`config.mk`:
```
export PLATFORM = sky130hd
export DESIGN_NAME = imtr_cordic_cell
export DESIGN_NICKNAME = d
export VERILOG_FILES = /design/src/imtr_pkg.sv /design/src/imtr_cordic_cell.sv
export SDC_FILE = /design/constraint.sdc
export NUM_CORES = 1
export LEC_CHECK = 0
export BUFFER_PORTS_ARGS = -buffer_cell sky130_fd_sc_hd__buf_4
export CAP_MARGIN = 20
export CORE_MARGIN = 3
export CORE_UTILIZATION = 60
export CTS_CLUSTER_DIAMETER = 40
export DETAILED_ROUTE_END_ITERATION = 6
export PLACE_DENSITY = 0.88
export SLEW_MARGIN = 20
export SYNTH_ARGS = -nofsm -noshare
export SYNTH_HDL_FRONTEND = slang
export SYNTH_SLANG_ARGS = --single-unit
```
`constraint.sdc`:
```
create_clock -name clk -period 12.5 [get_ports clk]
set_input_delay 2.5 -clock clk [delete_from_list [all_inputs] [get_ports clk]]
set_output_delay 2.5 -clock clk [all_outputs]
set_load 0.005 [all_outputs]
```
`src/imtr_pkg.sv`:
```
package imtr_pkg;

    localparam int CORDIC_ITERATIONS = 16;
    localparam int ATAN_LEN          = 24;
    localparam int ITER              = (CORDIC_ITERATIONS < ATAN_LEN) ? CORDIC_ITERATIONS
                                                                       : ATAN_LEN;
    localparam int STG_W             = 5;
    localparam int ROOT_W            = 16;
    localparam int REM_W             = 20;
    localparam int RAD_W             = 32;
    localparam int XY_W              = 27;
    localparam int Z_W               = 24;
    localparam int ANGLE_LIMIT       = 11520;

    typedef enum logic [1:0] {
        REG_X_OFS = 2'd0,
        REG_Y_OFS = 2'd1,
        REG_Z_OFS = 2'd2,
        REG_NONE  = 2'd3
    } reg_idx_t;

    typedef struct packed {
        logic signed [15:0] ax;
        logic signed [15:0] ay;
        logic signed [15:0] az;
        logic [13:0]        qx;
        logic [13:0]        qy;
        logic [13:0]        qz;
        logic               nx;
        logic               ny;
        logic               nz;
        logic               zero;
    } side_t;

    function automatic logic signed [Z_W-1:0] atan_entry(input logic [STG_W-1:0] i);
        logic signed [Z_W-1:0] v;
        case (i)
            5'd0:  v = 24'sd1474560;
            5'd1:  v = 24'sd870484;
            5'd2:  v = 24'sd459940;
            5'd3:  v = 24'sd233473;
            5'd4:  v = 24'sd117189;
            5'd5:  v = 24'sd58652;
            5'd6:  v = 24'sd29333;
            5'd7:  v = 24'sd14667;
            5'd8:  v = 24'sd7334;
            5'd9:  v = 24'sd3667;
            5'd10: v = 24'sd1833;
            5'd11: v = 24'sd917;
            5'd12: v = 24'sd458;
            5'd13: v = 24'sd229;
            5'd14: v = 24'sd115;
            5'd15: v = 24'sd57;
            5'd16: v = 24'sd29;
            5'd17: v = 24'sd14;
            5'd18: v = 24'sd7;
            5'd19: v = 24'sd4;
            5'd20: v = 24'sd2;
            5'd21: v = 24'sd1;
            default: v = 24'sd0;
        endcase
        return v;
    endfunction

endpackage

```
`src/imtr_cordic_cell.sv`:
```
module imtr_cordic_cell (
    input  logic                              clk,
    input  logic [imtr_pkg::STG_W-1:0]        stage,
    input  logic signed [imtr_pkg::XY_W-1:0]  x_in,
    input  logic signed [imtr_pkg::XY_W-1:0]  y_in,
    input  logic signed [imtr_pkg::Z_W-1:0]   z_in,
    output logic signed [imtr_pkg::XY_W-1:0]  x_out,
    output logic signed [imtr_pkg::XY_W-1:0]  y_out,
    output logic signed [imtr_pkg::Z_W-1:0]   z_out
);
    import imtr_pkg::*;

    logic signed [XY_W-1:0] x_reg, y_reg, x_next, y_next, xs, ys;
    logic signed [Z_W-1:0]  z_reg, z_next, ang;

    always_comb
    begin
        xs  = x_in >>> stage;
        ys  = y_in >>> stage;
        ang = atan_entry(stage);
        if (!y_in[XY_W-1])
        begin
            x_next = x_in + ys;
            y_next = y_in - xs;
            z_next = z_in + ang;
        end
        else
        begin
            x_next = x_in - ys;
            y_next = y_in + xs;
            z_next = z_in - ang;
        end
    end

    always_ff @(posedge clk)
    begin
        x_reg <= x_next;
        y_reg <= y_next;
        z_reg <= z_next;
    end

    assign x_out = x_reg;
    assign y_out = y_reg;
    assign z_out = z_reg;
endmodule
```
==> out/metrics.csv <==
metric,value,unit
status,"complete, no violations",
worstMarginPinSlew,1.16,ns
total_power,1.45,mW
synth_cell_type_count,83,
switching_share,0.387,
cts_tree,done,
cts_resized,0,
grt_overflow,0,
clkPwrFrac,0.184,
drt-pass1-iter-count,7,
hp-start,y_in[0],
die_x,138,µm
fp.dieH,138,µm
gp_congestion,1.01,
power_density,121,nW/µm²
cp.arrival,9.26,ns
pin_count,162,
routed_wl,34700,µm
combPwrFrac,0.557,
fmax,0.111,GHz
row_count,47,
postCtsSetupRepairBufs,0,
antenna_found_initial,0,
fillCellCount,1380,
yosys_register_bits,78,
ys_seq_area_frac,0.149,
final_core_util,0.712,
intPower,0.889,mW
period_needed,9.02,ns
antennaDiodeCount,0,
p_switching,0.562,mW
clock_sinks,78,
hold_class,in2reg,
synthArstFlopShare,0,
path_clk_slew,0.07,ns
multiInputGateArea,8450,µm²
cp_max_fo,54,
core,16800,µm²
cts_made_buffers,9,
cp_data_required_time,12.74,ns
ys_warn_count,0,
drv_slew,0,
hpwl,25700,µm
p_leak,5.15,nW
power_frac_seq,0.259,
htree_levels,3,
whs_endpoint,y_out[0]$_DFF_P_,
dp_slack,3.13,ns
post_route_cells_drive_above_1_share,0.204,
period_share,0.722,
holdWs,2.41,ns
syn-cell-area,10500,µm²
clock_path_buffers,2,
holdBufCountCts,0,
rsz0062_at_grt,no,
path_class,in2reg,
fin_nets,1563,
syn_inst,1280,
register_area,1560,µm²
initial_core_util,0.623,
finalSetupViolations,0,
gr-usage-all-layers,0.341,
synth.avg_cell_area,8.18,µm²
layout_setup_ws,3.48,ns
grt_pass1_wl,53900,µm
syn_nets,1456,
startpoint_type,primary input,
grt_max_degree,70,
relSlewSlack,0.229,
synth-main-ff-cell,dfxtp_1,
cap_violations,0,
grt_pass1_vias,10200,
synth_edf_count,0,
via_per_inst,6.92,
drtIter0Drc,1673,
wl_per_cell,21.5,µm
postRouteAntennaNets,0,
worst_setup_path_end_kind,register,
drc,0,
vias,11100,
ir_drop,0.0785,mV
numPortBuffers,161,
synthToLayoutAreaGrowth,14.4,%
cts_root_buf,clkbuf_16,
holdPathStages,2,
dieArea,19100,µm²
finalSetupTns,0,ns
hold_viol,0,
==> cells in the mapped netlist (6+ instances only) <==
cell type	number	area [µm²]
nand4_1	6	37.5
buf_2	16	80.1
a31oi_1	19	119
o211ai_1	13	97.6
inv_1	38	143
xor2_1	38	333
nand2b_1	17	106
xnor2_1	82	718
and4_1	6	52.6
o21bai_1	8	60.1
clkbuf_1	32	120
nor3_1	20	100
mux2_2	31	349
o21ai_0	60	300
o22ai_1	22	138
mux2i_1	32	320
dfxtp_1	78	1560
o21a_1	11	82.6
mux4_2	51	1150
a211oi_1	19	143
and3_1	15	93.8
a21o_1	28	210
a21oi_1	112	561
and2_1	10	62.6
nor2b_1	19	119
nand2_1	97	364
nand3_1	23	115
ha_1	89	1110
a21boi_0	6	45.0
or3_1	12	75.1
nor4_1	10	62.6
buf_1	15	56.3
nor2_1	121	454
==> cell usage in the layout (no fill, tap or decap), types with 23 or more instances in the layout <==
cell type and count:
nand3_1 23, ha_1 89, mux2i_1 32, inv_1 38, xor2_1 38, nand2_1 97
dfxtp_1 78, mux2_2 31, a21oi_1 112, a21o_1 28, mux4_2 51, o21ai_0 60
xnor2_1 82, nor2_1 120, buf_4 166
==> power by group through the flow <==
stage	clock (mW)	sequential [mW]	combinational, mW
floorplan	0	0.393	0.481
global placement	0	0.379	0.772
detailed placement	0	0.381	0.791
CTS	0.271	0.376	0.797
global route	0.284	0.385	0.873
finish	0.267	0.375	0.809
==> worst max-delay path, stage by stage <==
cell       delay, ns
buf_4           0.56
buf_4           0.61
mux4_2          0.59
mux2i_1         0.31
nor2_1          0.08
a211oi_1        0.54
and3_1          0.32
a21oi_1         0.10
xnor2_1         0.15
ha_1            0.35
and3_1          0.20
a2111oi_1       0.74
a211oi_1        0.29
a21oi_1         0.36
a31oi_1         0.22
o41a_1          0.36
and4_1          0.21
a2111oi_0       0.46
xnor3_1         0.28
==> through the flow <==
stage,cells,instance area [µm²]
after floorplan,1280,10500
after global placement,1596,11700
after detailed placement,1596,11700
after CTS,1612,12000
after global routing,1612,12000
final,1612,12000
==> state kept, by name (all words and copies together) (netlist names) <==
signal  flops
x_out      27
y_out      27
z_out      24
==> final cells by class <==
cell class	count	area share
clock inverters	4	0.00240
inverters	41	0.0128
clock buffers	12	0.0223
multi-input cells	1091	0.705
well taps	220	0.0230
repair buffers	166	0.104
flip-flops and latches	78	0.130
==> worst max path at each step <==
stage                     cells after the start     start           endpoint
after floorplan                              21  stage[2]  y_out[26]$_DFF_P_
after CTS                                    19  stage[0]  y_out[26]$_DFF_P_
after detailed placement                     19  stage[0]  y_out[26]$_DFF_P_
after global placement                       19  stage[0]  y_out[26]$_DFF_P_
final                                        19  stage[0]  y_out[26]$_DFF_P_
after global routing                         19  stage[0]  y_out[26]$_DFF_P_
==> routing by layer <==
layer	up-vias	part of all wire	routed length, µm	global-route usage
met1	5227	0.39	13500	0.453
met5	-	0	0	0
met2	760	0.45	15600	0.535
li1	5018	-	-	-
met3	142	0.13	4380	0.0988
met4	0	0.032	1120	0.114
==> kinds of logic (layout without fill, tap and decap cells) <==
group,Yosys count,after routing,share of synthesized area
flops,78,78,0.149
fa+ha+maj,92,92,0.112
buf+inv,111,223,0.0449
xor+xnor,121,121,0.102
compound gates,381,381,0.238
mux,114,114,0.174
simple gates,383,383,0.180
Note: power is estimated with default switching activity, not from simulation.
