[src/imtr_pkg.sv]
package imtr_pkg;

    localparam int CORDIC_ITERATIONS = 16;
    localparam int ATAN_LEN          = 24;
    localparam int ITER              = (CORDIC_ITERATIONS < ATAN_LEN) ? CORDIC_ITERATIONS
                                                                       : ATAN_LEN;
    localparam int STG_W             = 5;
    localparam int ROOT_W            = 16;
    localparam int REM_W             = 20;
    localparam int RAD_W             = 32;
    localparam int XY_W              = 27;
    localparam int Z_W               = 24;
    localparam int ANGLE_LIMIT       = 11520;

    typedef enum logic [1:0] {
        REG_X_OFS = 2'd0,
        REG_Y_OFS = 2'd1,
        REG_Z_OFS = 2'd2,
        REG_NONE  = 2'd3
    } reg_idx_t;

    typedef struct packed {
        logic signed [15:0] ax;
        logic signed [15:0] ay;
        logic signed [15:0] az;
        logic [13:0]        qx;
        logic [13:0]        qy;
        logic [13:0]        qz;
        logic               nx;
        logic               ny;
        logic               nz;
        logic               zero;
    } side_t;

    function automatic logic signed [Z_W-1:0] atan_entry(input logic [STG_W-1:0] i);
        logic signed [Z_W-1:0] v;
        case (i)
            5'd0:  v = 24'sd1474560;
            5'd1:  v = 24'sd870484;
            5'd2:  v = 24'sd459940;
            5'd3:  v = 24'sd233473;
            5'd4:  v = 24'sd117189;
            5'd5:  v = 24'sd58652;
            5'd6:  v = 24'sd29333;
            5'd7:  v = 24'sd14667;
            5'd8:  v = 24'sd7334;
            5'd9:  v = 24'sd3667;
            5'd10: v = 24'sd1833;
            5'd11: v = 24'sd917;
            5'd12: v = 24'sd458;
            5'd13: v = 24'sd229;
            5'd14: v = 24'sd115;
            5'd15: v = 24'sd57;
            5'd16: v = 24'sd29;
            5'd17: v = 24'sd14;
            5'd18: v = 24'sd7;
            5'd19: v = 24'sd4;
            5'd20: v = 24'sd2;
            5'd21: v = 24'sd1;
            default: v = 24'sd0;
        endcase
        return v;
    endfunction

endpackage

[src/imtr_sqrt_cell.sv]
module imtr_sqrt_cell (
    input  logic                       clk,
    input  logic [imtr_pkg::RAD_W-1:0]  rad_in,
    input  logic [imtr_pkg::REM_W-1:0]  rem_in,
    input  logic [imtr_pkg::ROOT_W-1:0] root_in,
    output logic [imtr_pkg::RAD_W-1:0]  rad_out,
    output logic [imtr_pkg::REM_W-1:0]  rem_out,
    output logic [imtr_pkg::ROOT_W-1:0] root_out
);
    import imtr_pkg::*;

    logic [RAD_W-1:0]  rad_reg;
    logic [REM_W-1:0]  rem_reg, rem_next, part;
    logic [ROOT_W-1:0] root_reg, root_next;
    logic [REM_W-1:0]  trial;

    always_comb
    begin
        part  = {rem_in[REM_W-3:0], rad_in[RAD_W-1:RAD_W-2]};
        trial = REM_W'({root_in, 2'b01});
        if (part >= trial)
        begin
            rem_next  = part - trial;
            root_next = {root_in[ROOT_W-2:0], 1'b1};
        end
        else
        begin
            rem_next  = part;
            root_next = {root_in[ROOT_W-2:0], 1'b0};
        end
    end

    always_ff @(posedge clk)
    begin
        rad_reg  <= {rad_in[RAD_W-3:0], 2'b00};
        rem_reg  <= rem_next;
        root_reg <= root_next;
    end

    assign rad_out  = rad_reg;
    assign rem_out  = rem_reg;
    assign root_out = root_reg;
endmodule

[config.mk]
export PLATFORM = sky130hd
export DESIGN_NAME = imtr_sqrt_cell
export DESIGN_NICKNAME = d
export VERILOG_FILES = /design/src/imtr_pkg.sv /design/src/imtr_sqrt_cell.sv
export SDC_FILE = /design/constraint.sdc
export NUM_CORES = 1
export LEC_CHECK = 0
export ABC_AREA = 0
export BUFFER_PORTS_ARGS = -buffer_cell sky130_fd_sc_hd__clkbuf_2
export CORE_MARGIN = 5
export CORE_UTILIZATION = 44
export DETAILED_ROUTE_END_ITERATION = 7
export GPL_ROUTABILITY_DRIVEN = 0
export PLACE_DENSITY_LB_ADDON = 0.12
export SLEW_MARGIN = 20
export SYNTH_ARGS = -nofsm -noshare
export SYNTH_HDL_FRONTEND = slang
export SYNTH_SLANG_ARGS = --single-unit
[constraint.sdc]
create_clock -name clk -period 2.81 [get_ports clk]
set_clock_uncertainty 0.15 [all_clocks]
set_input_delay 0.1405 -clock clk [delete_from_list [all_inputs] [get_ports clk]]
set_output_delay 0.1405 -clock clk [all_outputs]
set_load 0.01 [all_outputs]
==> results.py <==
metrics = {
    "outcome": {
        "status": "completed",
    },
    "pwr": {
        "total_power_mw": 2.54,
        "share_of_total_power_in_sequential_cells_pct": 41.8,
        "power_frac_clock_pct": 34.8,
        "power.static_leakage_nw": 2.17,
        "p_per_area_nw_per_um2": 596,
        "switching_share_pct": 26.4,
        "share_comb_of_total_power_pct": 23.4,
        "power.switching_mw": 0.670,
        "internal_power_mw": 1.87,
        "worst_ir_drop_vdd_mv": 0.324,
    },
    "logic_synthesis": {
        "synth_async_sr_flop_share_pct": 0,
        "post_synthesis_cell_area_um2": 2550,
        "synth-seq-cells": 66,
        "postSynthCellCount": 239,
        "yosysUniqueCellTypes": 37,
        "netlist_top_cells_area": "sky130_fd_sc_hd__dfxtp_1 (52%), sky130_fd_sc_hd__ha_1 (8.8%), sky130_fd_sc_hd__mux2_2 (6.2%)",
        "synthDominantAreaCellType": "sky130_fd_sc_hd__dfxtp_1",
        "synth.yosys.seq_area_share_pct": 51.8,
        "synthMostInstantiatedCell": "sky130_fd_sc_hd__dfxtp_1",
        "yosysTopAreaCellShare_pct": 51.8,
        "synth_edf_count": 0,
        "mean_instance_size_in_the_synthesized_netlist_um2": 10.7,
        "ys_dominant_reg_cell": "sky130_fd_sc_hd__dfxtp_1",
        "ys_top_cells_by_count": "sky130_fd_sc_hd__dfxtp_1 (66), sky130_fd_sc_hd__inv_1 (23), sky130_fd_sc_hd__a21oi_1 (18), sky130_fd_sc_hd__ha_1 (18), sky130_fd_sc_hd__nand2_1 (15)",
        "yosys_warnings": 0,
    },
    "grt": {
        "overflow": 0,
        "largest_net_degree_at_the_start_of_global_routing": 20,
        "number_of_antenna_violations_at_the_first_check_in_global_routing": 0,
        "grt_use_total_pct": 20.0,
        "grt_pass1_wl_mm": 11.7,
        "first_global_vias": 2602,
    },
    "floorplan": {
        "design.portCount": 137,
        "start_util_pct": 45.8,
        "design.core.area_um2": 5570,
        "fp-row-count": 27,
        "die_width_um": 86.2,
        "dieHeight_um": 86.2,
        "floorplan.die_area_um2": 7420,
    },
    "timing": {
        "clock.fmax_mhz": 370,
        "finalCritPeriodShare_pct": 96.2,
        "maxSlewHeadroom_pct": 61.0,
        "maxSlewViolCount": 0,
        "post-route-min-period_ns": 2.70,
        "grt_setup_unrepaired": "false",
        "timing.final.hold_violations": 0,
        "tightestPinTransition_ns": 0.583,
        "report.final.setup_viol": 0,
    },
    "route": {
        "routed_len_inst_um": 13.5,
        "remaining_drc_errors": 0,
        "vias": 2480,
        "drtPass1Iterations": 4,
        "wl_mm": 7.17,
        "postRouteAntennaNets": 0,
        "drt_first_iter_violations": 40,
        "via_per_inst": 4.66,
    },
    "critical_path": {
        "timing.setup.critical_path_class": "in -> reg",
        "crit_path_max_fanout": 5,
        "required_ns": 2.89,
        "worst-endpoint-arrival_ns": 2.78,
        "critical_path.endpoint_type": "flip-flop",
        "cp-startpoint": "root_in[4]",
        "setup.worst_path.start_class": "input port",
    },
    "placement": {
        "count_of_buffers_from_port_buffering": 132,
        "detailed_place_hpwl_mm": 5.04,
        "postPlaceCellArea_um2": 3360,
    },
    "clocking": {
        "numCtsBuffers": 9,
        "tritoncts_clock_tree": "yes",
        "max-clock-path-buffers": 2,
        "cts_sinks": 66,
        "clk_pin_slew_worst_paths_ns": 0.07,
        "ctsHtreeMaxLevel": 3,
        "clockRootBuffer": "sky130_fd_sc_hd__clkbuf_8",
    },
    "final_layout": {
        "finalInstanceArea_um2": 4260,
        "post_route_cells_drive_above_1_share_pct": 39.6,
        "n_fill_cell": 402,
        "num_antenna_cells": 0,
        "design.final.nets": 542,
        "layout-area-overhead-vs-synth_pct": 66.8,
    },
    "min_path": {
        "class_of_the_tightest_hold_or_removal_check": "in -> reg",
        "hold_path.startpoint": "rad_in[30]",
    },
    "flow_run": {
        "drv_cap": 0,
    },
}
[cell type report]
class | count | area, um^2 | area share, %
flip-flops and latches | 66 | 1320 | 31.0
clock inverters | 5 | 77.6 | 1.82
clock buffers | 11 | 141 | 3.32
multi-input cells | 146 | 1140 | 26.7
well taps | 72 | 90.1 | 2.12
repair buffers | 209 | 1400 | 32.9
inverters | 23 | 86.3 | 2.03
[through the flow]
| step | setup slack, ns | std cells | hold WS, ns | utilization (%) | setup TNS, ns |
|---|---|---|---|---|---|
| after global routing | 0.00877 | 532 | 0.0449 | 76.4 | 0 |
| after detailed placement | -0.0263 | 450 | 0.0944 | 60.2 | -0.167 |
| after CTS | 0.00349 | 531 | 0.00812 | 75.8 | 0 |
| after floorplan | 0.563 | 240 | 0.0182 | - | 0 |
| final | 0.108 | 532 | 0.0162 | 76.4 | 0 |
| after global placement | 0.00657 | 450 | 0.0924 | 60.2 | 0 |
[worst paths after layout]
path                  end  slack (ns)  cells past startpoint
max   rem_out[17]$_DFF_P_        0.11                     12
min    rem_out[1]$_DFF_P_        0.02                      4
[logic make-up (layout without fill, tap and decap cells)]
family	count (synthesis)	after routing	synth area share (%)
AO/OA/AOI/OAI	51	51	13.4
XOR/XNOR	18	18	6.18
adder cells (fa/ha/maj)	18	18	8.82
buffers and inverters	28	248	4.71
flip-flops	66	66	51.8
multiplexers	18	18	7.79
other	1	2	0.147
AND/OR/NAND/NOR	39	39	7.16
[cells in the final DEF, fill, tap and decap left out, drive strengths merged, types with 2 or more instances in the layout]
cell type,Yosys,routed
clkbuf,2,143
inv,23,23
xnor2,10,10
nand2b,2,2
and3,5,5
nor2,10,10
a2111oi,2,2
dlygate4sd3,0,65
conb,1,2
nand3,4,4
dfxtp,66,66
clkinv,0,2
ha,18,18
o211ai,3,3
nand2,15,15
a21o,6,6
mux2,15,15
buf,3,12
a31oi,4,4
xor2,8,8
bufinv,0,2
a21oi,20,20
o21bai,2,2
mux2i,3,3
o21ai,7,7
[flip-flops by register name, indices dropped and copies added (netlist names)]
name	cells
rem_out	20
root_out	16
rad_out	30
[power by group through the flow]
stage,Clock (mW),Sequential [mW],Combinational [mW]
after global routing,0.946,1.07,0.654
after detailed placement,0,1.08,0.512
final,0.882,1.06,0.593
after CTS,0.896,1.06,0.588
after global placement,0,1.08,0.503
after floorplan,0,1.13,0.244
[per-layer routing]
metal	wire [um]	up-vias	share of wire (%)	GRT usage, %
met1	3090	1124	43	24.5
met2	3380	97	47	33.3
met4	99	0	1.4	6.91
met3	605	10	8.4	5.86
li1	-	1249	-	-
met5	0	-	0	0
[worst max-delay path, cell delays in order]
cell and delay (ns):
sky130_fd_sc_hd__dlygate4sd3_1 0.53, sky130_fd_sc_hd__clkbuf_2 0.11, sky130_fd_sc_hd__inv_1 0.04, sky130_fd_sc_hd__ha_1 0.28, sky130_fd_sc_hd__buf_4 0.16, sky130_fd_sc_hd__a21oi_2 0.18, sky130_fd_sc_hd__o211ai_1 0.15, sky130_fd_sc_hd__a41o_1 0.29
sky130_fd_sc_hd__a21o_1 0.23, sky130_fd_sc_hd__a221oi_2 0.31, sky130_fd_sc_hd__xnor2_1 0.10, sky130_fd_sc_hd__mux2_2 0.26
[what timing repair did]
item,CTS,global route
resized for setup,0,3
endpoints found under the hold margin,65,0
hold buffers,65,0
endpoints found under the setup margin,0,16
setup buffers,0,1
(Power assumes the default switching activity.)
